**src/sv/ubs_pkg.sv**
```systemverilog
// shared constants, state encodings and command/status structs for the
// upper-triangular back substitution block; no dependencies
package ubs_pkg;

	localparam int MAX_SIZE_DEF = 8;
	localparam int SIZE_W = 4;
	localparam int VAL_W = 32;
	localparam int ACC_W = 64;
	localparam int FRAC_W = 16;
	localparam logic [SIZE_W-1:0] SIZE_RST = 4'd8;

	typedef enum logic [3:0] {
		ST_IDLE,
		ST_ROW,
		ST_DIAG,
		ST_MUL,
		ST_ACC,
		ST_NUM,
		ST_DIV_GO,
		ST_DIV_WAIT,
		ST_WRITE
	} ctrl_state_t;

	typedef enum logic [1:0] {
		DV_IDLE,
		DV_PREP,
		DV_ITER,
		DV_DONE
	} div_state_t;

	// controller to datapath
	typedef struct packed {
		logic load;
		logic clr_acc;
		logic cap_diag;
		logic mul;
		logic acc;
		logic num;
		logic div_start;
		logic emit;
	} cmd_t;

	// datapath to controller
	typedef struct packed {
		logic diag_zero;
		logic div_done;
		logic out_free;
	} stat_t;

endpackage

```
**src/sv/ubs_ctrl.sv**
```systemverilog
// solve sequencer: size register, load acceptance, row and column counters
// and datapath commands; depends on ubs_pkg
module ubs_ctrl import ubs_pkg::*; #(
	parameter int MAX_SIZE = MAX_SIZE_DEF,
	localparam int IDX_W = (MAX_SIZE > 1) ? $clog2(MAX_SIZE) : 1,
	localparam int CNT_W = $clog2(MAX_SIZE + 1)
) (
	input  logic              clk,
	input  logic              arst_n,
	input  logic              cfg_we,
	input  logic [SIZE_W-1:0] cfg_wdata,
	input  logic              req_valid,
	input  logic              req_start,
	output logic              req_ready,
	output cmd_t              cmd,
	input  stat_t             stat,
	output logic [IDX_W-1:0]  row_idx,
	output logic [IDX_W-1:0]  col_idx
);

	ctrl_state_t       state_q, state_d;
	logic [SIZE_W-1:0] size_q;
	logic [CNT_W-1:0]  n_q;
	logic [IDX_W-1:0]  i_q;
	logic [CNT_W-1:0]  j_q;
	logic [CNT_W-1:0]  n_clamp;
	logic              accept;

	// size in use, clamped to 1..MAX_SIZE
	always_comb begin
		if (size_q == '0) begin
			n_clamp = CNT_W'(1);
		end else if (int'(size_q) > MAX_SIZE) begin
			n_clamp = CNT_W'(MAX_SIZE);
		end else begin
			n_clamp = CNT_W'(size_q);
		end
	end

	assign accept = req_valid && req_ready;

	// next state
	always_comb begin
		state_d = state_q;
		unique case (state_q)
			ST_IDLE: begin
				if (accept && req_start) state_d = ST_ROW;
			end
			ST_ROW: state_d = ST_DIAG;
			ST_DIAG, ST_ACC: begin
				state_d = (j_q < n_q) ? ST_MUL : ST_NUM;
			end
			ST_MUL: state_d = ST_ACC;
			ST_NUM: begin
				state_d = stat.diag_zero ? ST_WRITE : ST_DIV_GO;
			end
			ST_DIV_GO: state_d = ST_DIV_WAIT;
			ST_DIV_WAIT: begin
				if (stat.div_done) state_d = ST_WRITE;
			end
			ST_WRITE: begin
				if (stat.out_free) state_d = (i_q == '0) ? ST_IDLE : ST_ROW;
			end
			default: state_d = ST_IDLE;
		endcase
	end

	// commands
	always_comb begin
		cmd = '0;
		req_ready = (state_q == ST_IDLE);
		cmd.load = accept;
		row_idx = i_q;
		col_idx = j_q[IDX_W-1:0];
		unique case (state_q)
			ST_IDLE: ;
			ST_ROW: begin
				cmd.clr_acc = 1'b1;
				col_idx = i_q;
			end
			ST_DIAG: cmd.cap_diag = 1'b1;
			ST_MUL: cmd.mul = 1'b1;
			ST_ACC: cmd.acc = 1'b1;
			ST_NUM: cmd.num = 1'b1;
			ST_DIV_GO: cmd.div_start = 1'b1;
			ST_DIV_WAIT: ;
			ST_WRITE: cmd.emit = stat.out_free;
			default: ;
		endcase
	end

	always_ff @(posedge clk or negedge arst_n) begin
		if (!arst_n) begin
			state_q <= ST_IDLE;
			size_q <= SIZE_RST;
			n_q <= '0;
			i_q <= '0;
			j_q <= '0;
		end else begin
			state_q <= state_d;
			if (cfg_we) begin
				size_q <= cfg_wdata;
			end
			// counters: rows walk down, columns walk up past the diagonal
			if (accept && req_start) begin
				n_q <= n_clamp;
				i_q <= IDX_W'(n_clamp - CNT_W'(1));
			end else if (state_q == ST_ROW) begin
				j_q <= CNT_W'(i_q) + CNT_W'(1);
			end else if (state_q == ST_MUL) begin
				j_q <= j_q + CNT_W'(1);
			end else if (state_q == ST_WRITE && stat.out_free && i_q != '0) begin
				i_q <= i_q - IDX_W'(1);
			end
		end
	end

	// a product term is always right of the diagonal and inside the system
	a_term_range: assert property (@(posedge clk) disable iff (!arst_n)
		state_q == ST_MUL |-> (j_q < n_q) && (CNT_W'(i_q) < j_q))
		else $error("product term column out of range");

	// the active row stays inside the system
	a_row_range: assert property (@(posedge clk) disable iff (!arst_n)
		state_q != ST_IDLE |-> CNT_W'(i_q) < n_q)
		else $error("active row out of range");

endmodule

```
**config.mk**
```make
export PLATFORM = sky130hd
export DESIGN_NAME = ubs_ctrl
export DESIGN_NICKNAME = d
export VERILOG_FILES = /design/src/sv/ubs_pkg.sv /design/src/sv/ubs_ctrl.sv
export SDC_FILE = /design/constraint.sdc
export NUM_CORES = 1
export LEC_CHECK = 0
export ABC_AREA = 1
export BUFFER_PORTS_ARGS = -buffer_cell sky130_fd_sc_hd__buf_2
export CORE_MARGIN = 3
export CORE_UTILIZATION = 57
export DETAILED_ROUTE_END_ITERATION = 10
export HOLD_SLACK_MARGIN = 0.1
export PLACE_DENSITY = 0.88
export SYNTH_ARGS = -nofsm -noshare
export SYNTH_HDL_FRONTEND = slang
export SYNTH_SLANG_ARGS = --single-unit
```
**constraint.sdc**
```tcl
create_clock -name clk -period 2.8 [get_ports clk]
set_clock_uncertainty 0.1 [all_clocks]
set_input_delay 0.14 -clock clk [delete_from_list [all_inputs] [get_ports clk]]
set_output_delay 0.14 -clock clk [all_outputs]
set_load 0.01 [all_outputs]
```
# Word level (Yosys, flattened, before mapping)

Index checks and enable logic that the tools add are counted.

RAM bits: 0
Word-level logic and storage cells: 62
Memories kept: 0
Bits in latches: 0
Output and inout bits: 15
Input port bits: 12
Register bits after elaboration: 19
ROM bits: 0

$mul: 0
Shifts and indexed selects: 0
Bitwise operators: 1
Div/mod/pow operators: 0
Eq/ne operators: 13
Add/subtract/negate cells: 4
$lt $le $gt $ge: 2
Mux-type cells: 23
Reduce and logical (&&, ||, !) cells: 14

Operators with widths:

| operator            | count |
|---|---|
| $mux 4              | 8 |
| $pmux 4 s8          | 1 |
| $mux 3              | 6 |
| $eq 4x3->1 const B  | 4 |
| $eq 4x2->1 const B  | 2 |
| $logic_not 4->1     | 2 |
| $mux 1              | 8 |
| $ne 2x2->1 const B  | 4 |
| $reduce_and 3->1    | 2 |
| $sub 3x1->3 const B | 2 |
| $add 3x1->4 const B | 1 |
| $add 4x1->4 const B | 1 |
| $eq 4x1->1 const B  | 1 |
| $eq 4x4->1 const B  | 1 |
| $gt 4x4->1 const B  | 1 |
| $logic_and 1x1->1   | 4 |
| $lt 4x4->1          | 1 |
| $reduce_bool 2->1   | 2 |
| $logic_not 3->1     | 1 |
| $reduce_bool 3->1   | 1 |
| $ne 2x1->1 const B  | 1 |
| $reduce_and 2->1    | 1 |
| $reduce_or 2->1     | 1 |
| $not 1->1           | 1 |

# Depth between registers and ports, before layout

Gate-level depths: netlist of the first run.

Word-level depth: 7
Mapped depth: 11
Mapped depth without buffers: 11

# Worst setup path before layout of the first run

Ideal clock, no wire load.

Path type: register to register
Start: register state_q[1]
End: register i_q[2] (netlist: row_idx[2])
Stages on the path, launching flop included: 12
Arrival time: 1.588 ns
Path buffers: 0
Setup slack: 0.994 ns
Cells stage by stage: dfrtp_1 -> nor2_2 -> nand4_4 -> nor2_2 -> nand2_1 -> o21ai_1 -> inv_1 -> ha_1 -> inv_1 -> nand3_1 -> nand3_1 -> nand2_1

Longest elaborated chain between the ends: 5
Elaborated cells between the ends (all ways): 13

Ends and longest elaborated chain:

| item                                                      | RTL line                         | RTL |
|---|---|---|
| from (decl)                                               | ubs_ctrl.sv:21                   | `ctrl_state_t state_q, state_d;` |
| from (signal assigned)                                    | ubs_ctrl.sv:100                  | `state_q <= state_d;` |
| $eq 4x4->1 or $logic_not 4->1 (tied branches)             | ubs_ctrl.sv:112, ubs_ctrl.sv:71  |  |
| $logic_and 1x1->1 (on tied branches)                      | ubs_ctrl.sv:112, ubs_ctrl.sv:40  |  |
| $logic_and 1x1->1 (on tied branches)                      | ubs_ctrl.sv:112, ubs_ctrl.sv:105 |  |
| $reduce_bool 2->1 (no line) or $ne 2x2->1 (tied branches) | --                               |  |
| $reduce_and 3->1 (no line)                                | --                               |  |
| to (signal assigned)                                      | ubs_ctrl.sv:107                  | `i_q <= IDX_W'(n_clamp - CNT_W'(1));` |
| to (signal assigned)                                      | ubs_ctrl.sv:113                  | `i_q <= i_q - IDX_W'(1);` |
| to (decl)                                                 | ubs_ctrl.sv:24                   | `logic [IDX_W-1:0] i_q;` |

Parallel ways exist; a longest one is shown, timed or not.
A chain may end at the register's enable or synchronous reset.

# Worst setup path in the final report of the first run

Start: register state_q[1]
End: register state_q[3]

Longest elaborated chain between the ends: 5
Elaborated cells between the ends (all ways): 17

Ends and longest elaborated chain:

| item                       | RTL line                       | RTL |
|---|---|---|
| $logic_not 4->1            | ubs_ctrl.sv:45, ubs_ctrl.sv:71 |  |
| $logic_and 1x1->1          | ubs_ctrl.sv:40                 | `assign accept = req_valid && req_ready;` |
| $logic_and 1x1->1          | ubs_ctrl.sv:47                 | `if (accept && req_start) state_d = ST_ROW;` |
| $ne 2x1->1 (no line)       | --                             |  |
| $reduce_and 3->1 (no line) | --                             |  |

Parallel ways exist; a longest one is shown, timed or not.

==> metrics.txt, run 1 <==
# TYPE chip_impl_metric gauge
chip_impl_metric{name="hold_buffers",unit=""} 14
chip_impl_metric{name="cts.htree.levels",unit=""} 1
chip_impl_metric{name="tightestPinTransition",unit="ns"} 0.422
chip_impl_info{name="clock_tree.root_cell",value="clkbuf_4"} 1
chip_impl_metric{name="fp.dieArea",unit="um2"} 2660
chip_impl_metric{name="finalCritPeriodShare",unit=""} 0.737
chip_impl_metric{name="synth-compound-area-share",unit=""} 0.0942
chip_impl_metric{name="synth_edf_count",unit=""} 0
chip_impl_info{name="final_common_cell",value="nand2_1"} 1
chip_impl_metric{name="post_synth_fa_ha_maj_area_fraction",unit=""} 0.0529
chip_impl_metric{name="cts.reportedPaths.clkPinSlew",unit="ns"} 0.11
chip_impl_metric{name="slew-limit-headroom",unit=""} 0.719
chip_impl_metric{name="yosys.area_share.simple",unit=""} 0.313
chip_impl_metric{name="asyncSetResetFlopFracSynth",unit=""} 1.00
chip_impl_metric{name="synth_warnings",unit=""} 0
chip_impl_metric{name="synth_cells",unit=""} 157
chip_impl_metric{name="ys_seq_elements",unit=""} 19
chip_impl_metric{name="critical_path_peak_fanout",unit=""} 8
chip_impl_metric{name="switching_share",unit=""} 0.485
chip_impl_metric{name="power.ir.vdd_worst",unit="uV"} 835
chip_impl_metric{name="die-height",unit="um"} 51.5
chip_impl_metric{name="fp-row-count",unit=""} 15
chip_impl_metric{name="detail_placement_hpwl",unit="um"} 1970
chip_impl_metric{name="antennaDiodeCount",unit=""} 0
chip_impl_metric{name="yosys-mux-area-fraction",unit=""} 0.0190
chip_impl_info{name="cts_tree",value="yes"} 1
chip_impl_metric{name="seq_total_area_yosys",unit=""} 0.403
chip_impl_metric{name="drv_cap",unit=""} 0
chip_impl_metric{name="routed_via_density",unit=""} 5.18
chip_impl_metric{name="synthesized_nets",unit=""} 174
chip_impl_info{name="most_frequent_cells_in_the_layout",value="35 x nand2_1, 33 x inv_1, 26 x buf_2, 18 x dfrtp_1, 14 x dlygate4sd3_1"} 1
chip_impl_metric{name="slew_viol_final",unit=""} 0
chip_impl_metric{name="worstRegToRegCells",unit=""} 6
chip_impl_metric{name="top_level_ports",unit=""} 27
chip_impl_metric{name="crit_arrival",unit="ns"} 2.21
chip_impl_info{name="outcome",value="completed"} 1
chip_impl_info{name="grt_setup_unrepaired",value="false"} 1
chip_impl_metric{name="grt_pass1_wl",unit="um"} 4620
chip_impl_metric{name="area_of_the_multi_input_gates",unit="um2"} 567
chip_impl_metric{name="layout-drive-gt1-share",unit=""} 0.240
chip_impl_info{name="synth_ff_type",value="dfrtp_1"} 1
chip_impl_metric{name="synth_area",unit="um2"} 1180
chip_impl_metric{name="required_time_of_the_critical_path",unit="ns"} 2.95
chip_impl_metric{name="final.fill_count",unit=""} 138
chip_impl_metric{name="synth.top_cell.area_share",unit=""} 0.381
chip_impl_metric{name="p_int",unit="mW"} 0.782
chip_impl_metric{name="postCtsSetupBuffers",unit=""} 0
chip_impl_metric{name="drt_iter0_markers",unit=""} 23
chip_impl_metric{name="power-per-cell-area",unit="nW/um2"} 1010
chip_impl_metric{name="aggregate_global_routing_overflow",unit=""} 0
chip_impl_metric{name="cellLeakagePower",unit="nW"} 0.867
chip_impl_info{name="hold_class",value="input port to flop"} 1
chip_impl_info{name="critPathCaptureType",value="flop"} 1
chip_impl_metric{name="post_synth_num_cell_types",unit=""} 23
chip_impl_metric{name="drc_errors",unit=""} 0
chip_impl_info{name="critical_path.startpoint_type",value="flop"} 1
chip_impl_metric{name="die_w",unit="um"} 51.5
chip_impl_metric{name="nNetsFinal",unit=""} 218
chip_impl_metric{name="tritoncts.num_buffers",unit=""} 3
chip_impl_info{name="largest_family_of_logic_cells_by_synthesized_area",value="simple AND/OR/NAND/NOR gates"} 1
chip_impl_metric{name="post_synth.cell_area_avg",unit="um2"} 7.53
chip_impl_metric{name="grt_pass1_vias",unit=""} 1132
chip_impl_metric{name="clk-insertion-delay-late",unit="ns"} 0.31
chip_impl_metric{name="area_used_by_sequential_logic_in_the_layout",unit="um2"} 477
chip_impl_metric{name="power.share.clock",unit=""} 0.095
chip_impl_metric{name="globalplace.congestion",unit=""} 0.790
chip_impl_metric{name="wl",unit="um"} 2680
chip_impl_metric{name="final.setup.tns",unit="ns"} 0
chip_impl_metric{name="power.combinational.fraction",unit=""} 0.594
chip_impl_metric{name="hold_fails_final_rpt",unit=""} 0
chip_impl_metric{name="clock_sink_count",unit=""} 19
chip_impl_metric{name="post_route_ant_nets",unit=""} 0
chip_impl_metric{name="core_area",unit="um2"} 1840
chip_impl_metric{name="instance_count_along_the_most_critical_hold_path",unit=""} 4
chip_impl_metric{name="drt_pass1_iterations",unit=""} 4
chip_impl_metric{name="grt_max_degree",unit=""} 20
chip_impl_metric{name="final_util",unit=""} 0.817
chip_impl_metric{name="synthXorXnorAreaFrac",unit=""} 0
chip_impl_info{name="yosys-top-cells-area",value="dfrtp_1 38%, nand2_1 11%, inv_1 10%"} 1
chip_impl_info{name="worst-setup-path-type",value="flop to flop"} 1
chip_impl_metric{name="route.vias.total",unit=""} 1165
chip_impl_metric{name="maximum_clock_frequency",unit="MHz"} 484
chip_impl_metric{name="pwr-share-seq",unit=""} 0.311
chip_impl_metric{name="switchingPower",unit="mW"} 0.737
chip_impl_metric{name="antenna_found_initial",unit=""} 0
chip_impl_metric{name="mean_routed_wirelength_per_cell",unit="um"} 11.9
chip_impl_metric{name="syn2layout_area_growth",unit="%"} 27.1
chip_impl_metric{name="fin_crit",unit="ns"} 2.06
chip_impl_metric{name="clock_tree.buffer_depth",unit=""} 2
chip_impl_metric{name="globalRouteTotalUtil",unit=""} 0.233
chip_impl_metric{name="setup_viols_final",unit=""} 0
chip_impl_metric{name="numPortBuffers",unit=""} 26
chip_impl_metric{name="initial_core_util",unit=""} 0.643
chip_impl_info{name="synth_area_leader_cell",value="dfrtp_1"} 1
chip_impl_metric{name="ctsResizeCount",unit=""} 0
[cell type report]
cell class,count,area share
repair buffers,40,0.180
inverters,35,0.0874
multi-input cells,102,0.377
clock buffers,4,0.0175
well taps,25,0.0208
flip-flops and latches,19,0.317
[critical path, stage by stage (launching register included)]
cell           delay (ns)
dfrtp_1              0.49
nor2_2               0.27
nand4_4              0.19
nand2_1              0.11
nand3_1              0.08
o21ai_0              0.18
dlygate4sd3_1        0.59
[stage by stage]
step | hold slack (ns) | setup WS (ns) | power, mW | cell area (um2) | cells
6_report | 0.111 | 0.736 | 1.52 | 1500 | 225
5_1_grt | 0.119 | 0.629 | 1.69 | 1500 | 225
4_1_cts | 0.101 | 0.819 | 1.52 | 1500 | 225
3_5_place_dp | 0.00305 | 0.842 | 1.35 | 1340 | 207
3_3_place_gp | -0.00554 | 0.914 | 1.32 | 1340 | 207
2_1_floorplan | -0.256 | 0.994 | 1.11 | 1180 | 157
[metal layers]
metal / GRT usage / routed length (um) / up-vias
met5: 0 / 0 / -
met1: 0.266 / 1130 / 549
met2: 0.436 / 1380 / 35
li1: - / - / 576
met3: 0.0344 / 133 / 5
met4: 0.0786 / 42 / 0
[power groups by stage]
stage	clock [mW]	sequential (mW)	combinational (mW)
2_1_floorplan	0	0.467	0.643
3_3_place_gp	0	0.471	0.846
3_5_place_dp	0	0.476	0.876
4_1_cts	0.145	0.471	0.904
5_1_grt	0.161	0.485	1.05
6_report	0.144	0.472	0.903
[synthesized netlist by cell type, types with 2 or more instances]
cell and count:
a21oi_1 6, dfrtp_1 18, ha_1 5, inv_1 33, inv_2 2, mux2_2 2
nand2_1 35, nand2_2 4, nand3_1 11, nand3b_1 2, nor2_1 11, nor2_2 5
nor2_4 3, o21ai_0 10, o21ai_1 2
[final timing paths]
path / from / endpoint / slack (ns)
worst max-delay path: state_q[1]$_DFFE_PN0P_ / state_q[3]$_DFFE_PN0P_ / 0.74
worst min-delay path: stat[1] / state_q[2]$_DFFE_PN0P_ / 0.11
worst max register to register: state_q[1]$_DFFE_PN0P_ / state_q[3]$_DFFE_PN0P_ / 0.74
worst min register to register: n_q[3]$_DFFE_PN0N_ / n_q[3]$_DFFE_PN0N_ / 0.45
max in group asynchronous: arst_n / size_q[3]$_DFFE_PN1P_ / 2.09
min in group asynchronous: arst_n / state_q[3]$_DFFE_PN0P_ / 0.18
[registers in the layout, indices dropped and copies added (netlist names)]
signal   cells
size_q       4
n_q          4
row_idx      3
j_q          4
state_q      4
[kinds of logic after synthesis]
kind of cell / after synthesis
AO/OA/AOI/OAI: 21
adder cells (fa/ha/maj): 5
buffers and inverters: 36
flip-flops: 19
multiplexers: 2
AND/OR/NAND/NOR: 74
(Power assumes the default switching activity.)
==> inputs of run 2 (changes only) <==
--- a/config.mk
+++ b/config.mk
@@ -8,10 +8,10 @@
 export ABC_AREA = 1
 export BUFFER_PORTS_ARGS = -buffer_cell sky130_fd_sc_hd__buf_2
 export CORE_MARGIN = 3
-export CORE_UTILIZATION = 57
+export CORE_UTILIZATION = 47
 export DETAILED_ROUTE_END_ITERATION = 10
 export HOLD_SLACK_MARGIN = 0.1
-export PLACE_DENSITY = 0.88
+export PLACE_DENSITY = 0.78
 export SYNTH_ARGS = -nofsm -noshare
 export SYNTH_HDL_FRONTEND = slang
 export SYNTH_SLANG_ARGS = --single-unit
==> constraint.sdc (replaced) <==
create_clock -name clk -period 1.67 [get_ports clk]
set_clock_uncertainty 0.1 [all_clocks]
set_input_delay 0.0835 -clock clk [delete_from_list [all_inputs] [get_ports clk]]
set_output_delay 0.0835 -clock clk [all_outputs]
set_load 0.01 [all_outputs]
==> run 2 against run 1 <==
The flow now finishes with violations (design-rule violations, negative setup slack). Sequential share of layout area shrank 4.4 points. Sequential cell count is the same. Worst hold slack gained 0.021 ns. Count of clock-buffer cells in the layout is the same. Die area grew 19%. Register-to-register slack lost 0.91 ns. Fmax grew 12%. Cell area grew 17%. Power grew 120%. Non-clock buffer count grew 14. Critical path depth grew 5. Utilization shrank 5.4 points. Critical path type unchanged.
==> metrics.txt, run 2 (synthesis gave the netlist of run 1 again) <==
# TYPE chip_impl_metric gauge
chip_impl_info{name="outcome",value="complete, but fails checks"} 1
chip_impl_info{name="failed_checks",value="design-rule violations, negative setup slack"} 1
chip_impl_metric{name="p_int",unit="mW"} 1.72
chip_impl_metric{name="drc_errors",unit=""} 2
chip_impl_metric{name="finalCritPeriodShare",unit=""} 1.11
chip_impl_metric{name="detail_placement_hpwl",unit="um"} 2200
chip_impl_metric{name="cp_num_buf_inv",unit=""} 2
chip_impl_metric{name="crit_arrival",unit="ns"} 1.94
chip_impl_metric{name="worst_slack",unit="ns"} -0.175
chip_impl_metric{name="drt_iter0_markers",unit=""} 61
chip_impl_metric{name="met2_wirelength",unit="um"} 1960
chip_impl_metric{name="antenna_found_initial",unit=""} 0
chip_impl_metric{name="final.setup.tns",unit="ns"} -0.421
chip_impl_metric{name="power.combinational.fraction",unit=""} 0.689
chip_impl_metric{name="globalRouteTotalUtil",unit=""} 0.205
chip_impl_metric{name="slew-limit-headroom",unit=""} 0.707
chip_impl_metric{name="fin_crit",unit="ns"} 1.85
chip_impl_info{name="cts_tree",value="yes"} 1
chip_impl_metric{name="switchingPower",unit="mW"} 1.64
chip_impl_metric{name="die-height",unit="um"} 56.2
chip_impl_metric{name="maximum_clock_frequency",unit="MHz"} 542
chip_impl_metric{name="fp.dieArea",unit="um2"} 3150
chip_impl_metric{name="critPathMaxStageDelay",unit="ns"} 0.48
chip_impl_info{name="most_frequent_cells_in_the_layout",value="29 x inv_1, 27 x nand2_1, 23 x buf_2, 16 x dfrtp_1, 15 x dlygate4sd3_1"} 1
chip_impl_metric{name="post_route_ant_nets",unit=""} 0
chip_impl_metric{name="switching_share",unit=""} 0.488
chip_impl_info{name="critical_path.startpoint_type",value="flop"} 1
chip_impl_metric{name="power.ir.vdd_worst",unit="uV"} 1040
chip_impl_metric{name="power.share.clock",unit=""} 0.073
chip_impl_metric{name="globalplace.congestion",unit=""} 0.917
chip_impl_info{name="critical_path.cell_chain",value="nor2_4 -> nand4_4 -> nor2_4 -> nand2_1 -> o21ai_1 -> inv_1 -> ha_2 -> inv_1 -> nand3_1 -> nand3_1 -> nand2_1"} 1
chip_impl_metric{name="die_w",unit="um"} 56.2
chip_impl_metric{name="nNetsFinal",unit=""} 232
chip_impl_metric{name="initial_core_util",unit=""} 0.515
chip_impl_metric{name="cellLeakagePower",unit="nW"} 0.948
chip_impl_metric{name="totalPowerFinal",unit="mW"} 3.36
chip_impl_info{name="hold_class",value="input port to asynchronous set/reset pin"} 1
chip_impl_metric{name="power-per-cell-area",unit="nW/um2"} 1920
chip_impl_info{name="clock_tree.root_cell",value="clkbuf_4"} 1
chip_impl_metric{name="cts.htree.levels",unit=""} 1
chip_impl_info{name="critPathCaptureType",value="flop"} 1
chip_impl_metric{name="grt_pass1_wl",unit="um"} 5060
chip_impl_metric{name="tritoncts.num_buffers",unit=""} 3
chip_impl_metric{name="met1_length",unit="um"} 1430
chip_impl_info{name="slowest_stage",value="dfrtp_2"} 1
chip_impl_metric{name="route.vias.total",unit=""} 1279
chip_impl_metric{name="layout-drive-gt1-share",unit=""} 0.383
chip_impl_info{name="grt_setup_unrepaired",value="true"} 1
chip_impl_metric{name="antennaDiodeCount",unit=""} 0
chip_impl_metric{name="core_area",unit="um2"} 2300
chip_impl_metric{name="top_level_ports",unit=""} 27
chip_impl_info{name="critPathTopFamily",value="simple AND/OR/NAND/NOR gates"} 1
chip_impl_metric{name="setup_viols_final",unit=""} 7
chip_impl_metric{name="grt_pass1_vias",unit=""} 1192
chip_impl_metric{name="clock_sink_count",unit=""} 19
chip_impl_metric{name="drt_pass1_iterations",unit=""} 7
chip_impl_metric{name="syn2layout_area_growth",unit="%"} 48.1
chip_impl_metric{name="dr_wl_met3",unit="um"} 175
chip_impl_metric{name="aggregate_global_routing_overflow",unit=""} 0
chip_impl_metric{name="fp-row-count",unit=""} 17
chip_impl_metric{name="mean_routed_wirelength_per_cell",unit="um"} 15.2
chip_impl_metric{name="clk-insertion-delay-late",unit="ns"} 0.31
chip_impl_metric{name="pwr-share-seq",unit=""} 0.239
chip_impl_metric{name="routed_via_density",unit=""} 5.29
chip_impl_metric{name="grt_max_degree",unit=""} 20
chip_impl_info{name="highest_layer",value="met4"} 1
chip_impl_metric{name="drv_cap",unit=""} 0
chip_impl_metric{name="critical_path_peak_fanout",unit=""} 5
chip_impl_info{name="final_common_cell",value="inv_1"} 1
chip_impl_metric{name="numPortBuffers",unit=""} 26
chip_impl_metric{name="clock_tree.buffer_depth",unit=""} 2
chip_impl_metric{name="wl",unit="um"} 3690
chip_impl_metric{name="hold_fails_final_rpt",unit=""} 0
chip_impl_metric{name="tightestPinTransition",unit="ns"} 0.440
chip_impl_info{name="worst-setup-path-type",value="flop to flop"} 1
chip_impl_metric{name="slew_viol_final",unit=""} 0
chip_impl_metric{name="cts.reportedPaths.clkPinSlew",unit="ns"} 0.12
chip_impl_metric{name="final_util",unit=""} 0.763
chip_impl_metric{name="required_time_of_the_critical_path",unit="ns"} 1.77
[run 2: changes by cell type in the layout (fill, tap and decap cells not counted), moves of 3 or more]
cell     previous run  this run
inv_1              33        29
buf_2              26        23
buf_6               0         5
inv_2               2         6
nand2_1            35        27
buf_4               0        10
nand2_2             4         9
nor2_4              3         7
[run 2: power by group through the flow]
stage | sequential [mW] | combinational (mW) | clock [mW]
after detailed placement | 0.811 | 1.64 | 0
after global placement | 0.796 | 1.57 | 0
after global routing | 0.817 | 2.55 | 0.274
final | 0.803 | 2.32 | 0.244
after CTS | 0.798 | 1.81 | 0.241
after floorplan | 0.795 | 1.09 | 0
[run 2: path summary, 6_finish.rpt]
| check | start | end | slack, ns | depth (start not counted) |
|---|---|---|---|---|
| max in group asynchronous | arst_n | size_q[3]$_DFFE_PN1P_ | 0.99 | 2 |
| worst min register to register | size_q[0]$_DFFE_PN0P_ | size_q[0]$_DFFE_PN0P_ | 0.45 | 2 |
| worst max-delay path | state_q[1]$_DFFE_PN0P_ | row_idx[2]$_DFFE_PN0P_ | -0.18 | 11 |
| worst min-delay path | arst_n | n_q[3]$_DFFE_PN0N_ | 0.13 | 2 |
| worst max register to register | state_q[1]$_DFFE_PN0P_ | row_idx[2]$_DFFE_PN0P_ | -0.18 | 11 |
| min in group clk | size_q[0]$_DFFE_PN0P_ | size_q[0]$_DFFE_PN0P_ | 0.45 | 2 |
[run 2: cell type report]
cell class,instances,area [um2]
clock buffer,4,26.3
multi-input combinational,102,663
tap,28,35.0
timing repair buffer,54,417
fill,153,546
inverter,35,131
sequential,19,479
[run 2: through the flow]
stage | hold WS [ns] | area, um2 | setup WS (ns) | std cells
floorplan | -0.312 | 1200 | -0.00703 | 157
global placement | -0.0503 | 1410 | 0.0415 | 216
detailed placement | -0.0512 | 1410 | 0.000467 | 216
CTS | 0.158 | 1630 | -0.0374 | 237
global route | 0.166 | 1750 | -0.281 | 242
finish | 0.132 | 1750 | -0.175 | 242
[run 2: what timing repair did]
action,in CTS,in global routing
resized for setup,9,22
pin swaps,3,8
hold buffers,15,0
endpoints found under the setup margin,7,12
endpoints found under the hold margin,28,0
buffers inserted,2,5
[run 2: worst reg2reg max path, cell delays in order, from the launching register on]
cell and delay, ns:
dfrtp_2 0.48, nor2_4 0.15, nand4_4 0.15, nor2_4 0.13, nand2_1 0.08, o21ai_1 0.10
inv_1 0.08, ha_2 0.18, inv_1 0.06, nand3_1 0.09, nand3_1 0.08, nand2_1 0.05
[run 2: layer usage]
| layer | track usage | vias up |
|---|---|---|
| met4 | 0.0881 | 0 |
| li1 | - | 607 |
| met2 | 0.389 | 49 |
| met1 | 0.215 | 610 |
| met3 | 0.0418 | 13 |
| met5 | 0 | - |
==> inputs of run 3 (changes only) <==
--- a/config.mk
+++ b/config.mk
@@ -7,11 +7,13 @@
 export LEC_CHECK = 0
 export ABC_AREA = 1
 export BUFFER_PORTS_ARGS = -buffer_cell sky130_fd_sc_hd__buf_2
+export CORE_ASPECT_RATIO = 0.9
 export CORE_MARGIN = 3
 export CORE_UTILIZATION = 47
 export DETAILED_ROUTE_END_ITERATION = 10
 export HOLD_SLACK_MARGIN = 0.1
 export PLACE_DENSITY = 0.78
+export SKIP_CTS_REPAIR_TIMING = 1
 export SYNTH_ARGS = -nofsm -noshare
 export SYNTH_HDL_FRONTEND = slang
 export SYNTH_SLANG_ARGS = --single-unit
==> run 3 against run 2 <==
The flow finishes with violations (negative setup slack). Combinational power fell by 11%. Critical path depth did not move. Die area barely moved. Power fell by 8.0%. Fmax rose by 0.97%. Cell area fell by 3.1%. Non-clock buffer count fell by 3. Sequential share of layout area rose by 0.87 points. First-iteration DRC count fell by 3.3%. Routed wire length fell by 6.6%. Largest power group unchanged. Highest routed layer unchanged.
==> metrics.txt, run 3 (synthesis gave the netlist of run 1 again) <==
# TYPE chip_impl_metric gauge
chip_impl_metric{name="routed_via_density",unit=""} 5.19
chip_impl_metric{name="top_level_ports",unit=""} 27
chip_impl_metric{name="worst_slack",unit="ns"} -0.158
chip_impl_metric{name="cts.htree.levels",unit=""} 1
chip_impl_metric{name="finalCritPeriodShare",unit=""} 1.09
chip_impl_metric{name="post_route_ant_nets",unit=""} 0
chip_impl_metric{name="drt_iter0_markers",unit=""} 59
chip_impl_metric{name="setup_viols_final",unit=""} 6
chip_impl_metric{name="clock_tree.buffer_depth",unit=""} 2
chip_impl_info{name="outcome",value="complete, but fails checks"} 1
chip_impl_metric{name="hold_fails_final_rpt",unit=""} 0
chip_impl_metric{name="met3_usage",unit=""} 0.0432
chip_impl_metric{name="antenna_found_initial",unit=""} 0
chip_impl_info{name="cts_tree",value="yes"} 1
chip_impl_metric{name="drv_cap",unit=""} 0
chip_impl_metric{name="cellLeakagePower",unit="nW"} 0.933
chip_impl_metric{name="nNetsFinal",unit=""} 229
chip_impl_metric{name="post-place-ws",unit="ns"} -0.0223
chip_impl_metric{name="mean_routed_wirelength_per_cell",unit="um"} 14.5
chip_impl_metric{name="clock_sink_count",unit=""} 19
chip_impl_metric{name="antennaDiodeCount",unit=""} 0
chip_impl_info{name="clock_tree.root_cell",value="clkbuf_4"} 1
chip_impl_metric{name="fin_crit",unit="ns"} 1.83
chip_impl_info{name="critical_path.startpoint_type",value="flop"} 1
chip_impl_metric{name="slew-limit-headroom",unit=""} 0.700
chip_impl_metric{name="required_time_of_the_critical_path",unit="ns"} 1.83
chip_impl_metric{name="clk-insertion-delay-late",unit="ns"} 0.31
chip_impl_metric{name="power-per-cell-area",unit="nW/um2"} 1820
chip_impl_info{name="critPathCaptureType",value="flop"} 1
chip_impl_metric{name="grt_pass1_wl",unit="um"} 4400
chip_impl_info{name="hold_class",value="input port to asynchronous set/reset pin"} 1
chip_impl_metric{name="detail_placement_hpwl",unit="um"} 2110
chip_impl_info{name="grt_setup_unrepaired",value="true"} 1
chip_impl_metric{name="grt_pass1_vias",unit=""} 1061
chip_impl_metric{name="initial_core_util",unit=""} 0.518
chip_impl_metric{name="slew_viol_final",unit=""} 0
chip_impl_metric{name="fp-row-count",unit=""} 16
chip_impl_metric{name="maximum_clock_frequency",unit="MHz"} 547
chip_impl_info{name="failed_checks",value="negative setup slack"} 1
chip_impl_metric{name="power.ir.vdd_worst",unit="uV"} 1350
chip_impl_metric{name="tritoncts.num_buffers",unit=""} 3
chip_impl_metric{name="final.fill_count",unit=""} 178
chip_impl_metric{name="critical_path_peak_fanout",unit=""} 7
chip_impl_metric{name="globalplace.congestion",unit=""} 0.768
chip_impl_metric{name="wl",unit="um"} 3440
chip_impl_info{name="top_usage_layer",value="met2"} 1
chip_impl_metric{name="drt_pass1_iterations",unit=""} 4
chip_impl_metric{name="fp.dieArea",unit="um2"} 3150
chip_impl_metric{name="final.setup.tns",unit="ns"} -0.374
chip_impl_metric{name="crit_arrival",unit="ns"} 1.99
chip_impl_metric{name="numPortBuffers",unit=""} 26
chip_impl_info{name="final_common_cell",value="inv_1"} 1
chip_impl_metric{name="route.vias.total",unit=""} 1235
chip_impl_metric{name="global_route.usage.met1",unit=""} 0.232
chip_impl_metric{name="die_w",unit="um"} 58.9
chip_impl_metric{name="use_met2",unit=""} 0.325
chip_impl_metric{name="cts.reportedPaths.clkPinSlew",unit="ns"} 0.11
chip_impl_info{name="worst-setup-path-type",value="flop to flop"} 1
chip_impl_metric{name="aggregate_global_routing_overflow",unit=""} 0
chip_impl_metric{name="drc_errors",unit=""} 0
chip_impl_metric{name="layout-drive-gt1-share",unit=""} 0.374
chip_impl_info{name="most_frequent_cells_in_the_layout",value="30 x inv_1, 25 x nand2_1, 23 x buf_2, 16 x dfrtp_1, 15 x dlygate4sd3_1"} 1
chip_impl_metric{name="globalRouteTotalUtil",unit=""} 0.185
chip_impl_metric{name="syn2layout_area_growth",unit="%"} 43.6
chip_impl_metric{name="tightestPinTransition",unit="ns"} 0.450
chip_impl_metric{name="whs",unit="ns"} 0.137
chip_impl_metric{name="grt_max_degree",unit=""} 20
chip_impl_metric{name="core_area",unit="um2"} 2280
chip_impl_metric{name="die-height",unit="um"} 53.6
==> run 3: metrics by stage <==
step / power [mW] / cells / instance area, um2 / util
6_report: 3.09 / 238 / 1700 / 0.744
5_1_grt: 3.41 / 238 / 1700 / 0.744
4_1_cts: 2.71 / 220 / 1440 / 0.633
3_5_place_dp: 2.45 / 216 / 1420 / 0.621
3_3_place_gp: 2.40 / 216 / 1420 / 0.621
2_1_floorplan: 1.88 / 157 / 1200 / -
==> run 3: power by group <==
part	internal (mW)	switching (mW)
sequential	0.644	0.152
clock	0.0933	0.147
combinational	0.893	1.16
total	1.63	1.46
==> run 3: area by class of cell <==
class                           count  area (um2)  area share
Tap cell                           27        33.8      0.0199
Sequential cell                    19         479       0.282
Clock buffer                        4        26.3      0.0155
Inverter                           35         131      0.0774
Multi-Input combinational cell    102         637       0.375
Timing Repair Buffer               51         390       0.230
==> run 3: routing by layer <==
layer / share of wire / wire, um / up-vias
met2: 0.50 / 1710 / 41
li1: - / - / 606
met1: 0.42 / 1430 / 580
met4: 0.012 / 42 / 0
met5: 0 / 0 / -
met3: 0.075 / 259 / 8
==> run 3: worst paths after layout <==
check / cells past startpoint / slack, ns / end / from
max: 11 / -0.16 / row_idx[2]$_DFFE_PN0P_ / state_q[2]$_DFFE_PN0P_
min: 2 / 0.14 / row_idx[0]$_DFFE_PN0P_ / arst_n
max reg2reg: 11 / -0.16 / row_idx[2]$_DFFE_PN0P_ / state_q[2]$_DFFE_PN0P_
min reg2reg: 2 / 0.44 / n_q[3]$_DFFE_PN0N_ / n_q[3]$_DFFE_PN0N_
max in group asynchronous: 2 / 0.98 / state_q[1]$_DFFE_PN0P_ / arst_n
min in group clk: 2 / 0.44 / n_q[3]$_DFFE_PN0N_ / n_q[3]$_DFFE_PN0N_
==> run 3: critical path, stage by stage (launching register included) <==
cell     delay (ns)
dfrtp_1        0.44
nor2_4         0.21
nand4_4        0.14
buf_4          0.19
inv_1          0.11
o21ai_1        0.08
inv_1          0.07
ha_2           0.19
inv_2          0.04
nand3_2        0.06
nand3_2        0.08
nand2_1        0.07
